`config.mk`:
```
export PLATFORM = sky130hd
export DESIGN_NAME = pidc_ctrl
export DESIGN_NICKNAME = d
export VERILOG_FILES = /design/src/pidc_pkg.sv /design/src/pidc_ctrl.sv
export SDC_FILE = /design/constraint.sdc
export NUM_CORES = 1
export LEC_CHECK = 0
export BUFFER_PORTS_ARGS = -buffer_cell sky130_fd_sc_hd__buf_2
export CELL_PAD_IN_SITES_DETAIL_PLACEMENT = 1
export CELL_PAD_IN_SITES_GLOBAL_PLACEMENT = 1
export CORE_AREA = 2 2 47 49
export CTS_CLUSTER_SIZE = 24
export DETAILED_ROUTE_END_ITERATION = 8
export DIE_AREA = 0 0 49 51
export PLACE_DENSITY = 0.7
export SLEW_MARGIN = 20
export SYNTH_ARGS = -nofsm -noshare
export SYNTH_HDL_FRONTEND = slang
export SYNTH_SLANG_ARGS = --single-unit
```
`constraint.sdc`:
```
create_clock -name clk_i -period 1.7 [get_ports clk_i]
set_input_delay 0.085 -clock clk_i [delete_from_list [all_inputs] [get_ports clk_i]]
set_output_delay 0.085 -clock clk_i [all_outputs]
set_load 0.005 [all_outputs]
```
`src/pidc_pkg.sv`:
```
package pidc_pkg;

  localparam int SAMPLE_W  = 16;
  localparam int FRAC_W    = 16;
  localparam int GAIN_W    = 32;
  localparam int ACC_W     = 32;
  localparam int LIM_W     = 15;
  localparam int MODE_W    = 5;
  localparam int PACK_W    = 48;
  localparam int ERR_W     = 18;
  localparam int DIFF_W    = 19;
  localparam int PROD_W    = 64;
  localparam int TERM_W    = 49;
  localparam int SUM_W     = 51;
  localparam int DEN_W     = 34;
  localparam int QUO_W     = 48;
  localparam int DIV_CNT_W = 6;
  localparam int IDX_W     = 3;

  localparam int MODE_ZERO_CROSS = 0;
  localparam int MODE_DEAD_ZONE  = 1;
  localparam int MODE_VAR_INT    = 2;
  localparam int MODE_SEPARATION = 3;
  localparam int MODE_D_ON_OUT   = 4;

  localparam logic [LIM_W-1:0] LIMIT_RESET = LIM_W'(25000);
  localparam logic [QUO_W-1:0] TERM_MAX = {QUO_W{1'b1}};

  typedef enum logic [IDX_W-1:0] {
    CFG_KP     = 3'd0,
    CFG_KI     = 3'd1,
    CFG_KD     = 3'd2,
    CFG_OLIM   = 3'd3,
    CFG_ILIM   = 3'd4,
    CFG_MODE   = 3'd5,
    CFG_THRESH = 3'd6,
    CFG_VARINT = 3'd7
  } cfg_idx_e;

  typedef struct packed {
    logic signed [SAMPLE_W-1:0] measured;
    logic signed [SAMPLE_W-1:0] setpoint;
  } in_word_t;

  typedef struct packed {
    logic signed [SAMPLE_W-1:0] drive;
    logic                       limited;
  } out_word_t;

  typedef struct packed {
    logic signed [GAIN_W-1:0] kp;
    logic signed [GAIN_W-1:0] ki;
    logic signed [GAIN_W-1:0] kd;
    logic [LIM_W-1:0]         olim;
    logic [LIM_W-1:0]         ilim;
    logic [MODE_W-1:0]        mode;
    logic [PACK_W-1:0]        thresh;
    logic [PACK_W-1:0]        varint;
  } cfg_t;

  typedef struct packed {
    logic load;
    logic acc_mul_p;
    logic mul_i;
    logic mul_d;
    logic div_start;
    logic div_step;
    logic sep;
    logic sum;
    logic fin;
    logic out_load;
  } cmd_t;

  typedef struct packed {
    logic div_needed;
    logic div_last;
  } sts_t;

  function automatic logic signed [TERM_W-1:0] sat_term(input logic signed [PROD_W-1:0] x);
    logic [PROD_W-1:0] m;
    logic [QUO_W-1:0]  s;
    m = x[PROD_W-1] ? (~x + PROD_W'(1)) : x;
    s = (m > PROD_W'(TERM_MAX)) ? TERM_MAX : m[QUO_W-1:0];
    return x[PROD_W-1] ? -$signed({1'b0, s}) : $signed({1'b0, s});
  endfunction

  function automatic logic [SAMPLE_W-1:0] sat_thr(input logic [SAMPLE_W-1:0] t);
    return t[SAMPLE_W-1] ? {1'b0, {(SAMPLE_W-1){1'b1}}} : t;
  endfunction

endpackage

```
`src/pidc_ctrl.sv`:
```
module pidc_ctrl (
  input  logic          clk_i,
  input  logic          rst_ni,
  input  logic          in_valid_i,
  input  logic          out_free_i,
  input  pidc_pkg::sts_t sts_i,
  output pidc_pkg::cmd_t cmd_o,
  output logic          busy_o
);

  typedef enum logic [9:0] {
    S_IDLE = 10'b0000000001,
    S_ACC  = 10'b0000000010,
    S_MI   = 10'b0000000100,
    S_MD   = 10'b0000001000,
    S_VCHK = 10'b0000010000,
    S_DIV  = 10'b0000100000,
    S_SEP  = 10'b0001000000,
    S_SUM  = 10'b0010000000,
    S_FIN  = 10'b0100000000,
    S_OUT  = 10'b1000000000
  } state_e;

  state_e state_q, state_d;

  always_comb begin
    state_d = state_q;
    cmd_o   = '0;
    unique case (state_q)
      S_IDLE: begin
        if (in_valid_i) begin
          cmd_o.load = 1'b1;
          state_d    = S_ACC;
        end
      end
      S_ACC: begin
        cmd_o.acc_mul_p = 1'b1;
        state_d         = S_MI;
      end
      S_MI: begin
        cmd_o.mul_i = 1'b1;
        state_d     = S_MD;
      end
      S_MD: begin
        cmd_o.mul_d = 1'b1;
        state_d     = S_VCHK;
      end
      S_VCHK: begin
        if (sts_i.div_needed) begin
          cmd_o.div_start = 1'b1;
          state_d         = S_DIV;
        end else begin
          state_d = S_SEP;
        end
      end
      S_DIV: begin
        cmd_o.div_step = 1'b1;
        if (sts_i.div_last) begin
          state_d = S_SEP;
        end
      end
      S_SEP: begin
        cmd_o.sep = 1'b1;
        state_d   = S_SUM;
      end
      S_SUM: begin
        cmd_o.sum = 1'b1;
        state_d   = S_FIN;
      end
      S_FIN: begin
        cmd_o.fin = 1'b1;
        state_d   = S_OUT;
      end
      S_OUT: begin
        if (out_free_i) begin
          cmd_o.out_load = 1'b1;
          state_d        = S_IDLE;
        end
      end
      default: state_d = S_IDLE;
    endcase
  end

  assign busy_o = (state_q != S_IDLE);

  always_ff @(posedge clk_i or negedge rst_ni) begin
    if (!rst_ni) begin
      state_q <= S_IDLE;
    end else begin
      state_q <= state_d;
    end
  end

endmodule

```
==> results_dict.tcl <==
set metrics [dict create \
    status "finished with violations" \
    violations "setup timing" \
    ant_nets 0 \
    pin_count 17 \
    r2r-end "state_q[0]" \
    core_mm2 0.00206 \
    clock_skew_ps 8.19 \
    crit_fanout 4 \
    rsz0062_at_grt "yes" \
    htreeDepth 1 \
    seq_area_frac_synth_pct 41.0 \
    critical_path_buf_inv_count 1 \
    min_period_ps 2060 \
    crit_path_end_kind "output pin" \
    num_rows 17 \
    critPathTopFamily "simple AND/OR/NAND/NOR gates" \
    io_buffer_count 16 \
    dr.pass1.iters 4 \
    hp-class "in2reg" \
    r2r_cells 6 \
    cts_tree "built" \
    synth_area_um2 613 \
    max_slew_margin_pct 64.7 \
    root_buffer "clkbuf_4" \
    max_freq_mhz 485 \
    cts-buffers-inserted 3 \
    grt_pass1_wl_um 3400 \
    diodes 0 \
    synth-seq-cells 10 \
    vias 700 \
    post-synth-top-area-fraction_pct 36.7 \
    period_share_pct 121 \
    dpl.hpwl_um 1220 \
    holdWs_ps 105 \
    critical_path_depth 5 \
    cp-endpoint "cmd_o[2]" \
    synthDistinctLibCells 32 \
    critPathMaxStageDelay_ps 530 \
    instances_no_fill 136 \
    arrival_ps 1980 \
    crit_start "state_q[4]" \
    die_area_mm2 0.00250 \
    clock_latency_ps 280 \
    drive_above_1_share_pct 59.3 \
    worst_path_max_delay_cell "or4_4" \
    die_w_um 49 \
    nets 115 \
    routed_wl_um 2160 \
    crit_chain "or4_4 -> or3_4 -> nor2_4 -> and4bb_1 -> buf_2" \
    viasPerCell 5.15 \
    synth.avg_cell_area_um2 9.43 \
    drt_iter0_drc 8 \
    final_util_pct 51.8 \
    reg.largest.list "state_q x10" \
    rr_startpoint "state_q[4]" \
    hold_viol 0 \
    start_kind "flop" \
    gr-total-overflow 0 \
    layout_common_cells "buf_4 (17), buf_2 (16), dfrtp_1 (9), nor2_1 (6), buf_6 (5)" \
    drc_errors 0 \
    clk_pin_slew_ps 80 \
    synth_fp_nets 71 \
    critPathKind "reg2out" \
    r2r_slack_ps -240 \
    dp.cells 119 \
    ir_worst_vdd_mv 0.616 \
    synthTopCellsByArea "dfrtp_1 (37%), and4bb_1 (6.1%), nor2_1 (5.5%)" \
    die_height_um 51 \
    postLayoutSetupSlackWorst_ps -361 \
    slew_violations 0 \
    power_density_mw_per_mm2 1260 \
    maxCapViolCount 0 \
    gp_congestion 0.803 \
    synthCells 65 \
    largest_register_ffs 10 \
    clock-sinks 10 \
    leakagePower_nw 0.506 \
    start_util_pct 29.7 \
    track_usage_pct 18.6 \
    synth_area_leader_cell "dfrtp_1" \
    wl_per_cell_um 15.9 \
    regMostFlops "state_q" \
    p_total_w 0.00134 \
    antenna_found_initial 0 \
    grt_max_degree 11 \
    worst_pin_slew_ps 526 \
    hold_depth 3 \
    finalSetupViolations 18 \
    worstPathRequired_ps 1620 \
    cts_buffer_depth 2 \
    synthToLayoutAreaGrowth_pct 74.3 \
    yosys_warnings 0 \
    grt_pass1_vias 712 \
    final_common_cell "buf_4" \
]
-- kinds of logic after synthesis --
family | Yosys count | synth area share [%]
and+or+nand+nor | 41 | 44.3
DFF | 10 | 41.0
xor gates and xnor gates | 2 | 2.86
AOI/OAI and AO/OA | 9 | 10.0
buffers and inverters | 3 | 1.84
-- layout make-up --
| type | count | area (µm²) |
|---|---|---|
| timing repair buffer | 40 | 284 |
| fill | 256 | 995 |
| clock buffer | 4 | 36.3 |
| inverter | 2 | 7.51 |
| sequential | 10 | 251 |
| tap | 28 | 35.0 |
| multi-input combinational | 52 | 454 |
-- layer usage --
metal	global-route usage (%)	routed length, µm	up-vias
met5	0	0	-
met1	24.2	1010	348
li1	-	-	328
met4	10.0	42	0
met2	29.7	1030	16
met3	2.92	76	8
-- synth_stat cells --
| cell type | number |
|---|---|
| nand4_1 | 1 |
| inv_1 | 2 |
| o32ai_1 | 1 |
| nor2_2 | 1 |
| and4bb_1 | 3 |
| or2b_1 | 1 |
| o311ai_0 | 1 |
| nand3b_1 | 1 |
| nor3_1 | 5 |
| clkbuf_1 | 1 |
| or3_4 | 1 |
| nand2_1 | 3 |
| and3_1 | 1 |
| o21ai_0 | 2 |
| xor2_1 | 1 |
| nand3_1 | 1 |
| nand2b_1 | 2 |
| or2_2 | 1 |
| nor2_1 | 9 |
| a21oi_1 | 2 |
| or4_4 | 2 |
| a21boi_0 | 1 |
| dfstp_2 | 1 |
| o21a_1 | 1 |
| or3_1 | 1 |
| o21ai_2 | 1 |
| and4bb_2 | 1 |
| nor4_1 | 2 |
| nor3b_1 | 4 |
| nand4bb_1 | 1 |
| dfrtp_1 | 9 |
| xnor2_1 | 1 |
-- timing repair --
action | CTS | global route
hold buffers | 2 | 0
resized for setup | 13 | 12
endpoints found under the setup margin | 16 | 20
setup buffers | 8 | 4
gates cloned | 0 | 0
pin swaps | 3 | 6
endpoints found under the hold margin | 11 | 0
-- worst min-delay path by stage --
stage / startpoint / end / slack (ps)
floorplan: rst_ni / state_q[1] / -210
global placement: rst_ni / state_q[3] / -40
detailed placement: rst_ni / state_q[3] / -40
CTS: sts_i[1] / state_q[6] / 100
global route: sts_i[1] / state_q[6] / 120
finish: sts_i[1] / state_q[6] / 100
-- tightest hold or removal path, cell delays in order --
cell	delay, ps
buf_2	90
o21a_1	140
nor3_2	40
-- where the power goes --
group / internal [W] / switching (W)
Clock: 0.000130 / 0.0000935
Sequential: 0.000283 / 0.0000626
Combinational: 0.000419 / 0.000356
-- per-stage QoR --
step                      TNS [ps]  instance area, µm²  setup WS (ps)
after global placement        -412                 807          -85.8
after global routing         -5550                1070           -431
after CTS                    -3280                 988           -377
final                        -4060                1070           -361
after floorplan               -265                 613          -84.3
after detailed placement      -668                 807           -129
Note: power is estimated with default switching activity, not from simulation.
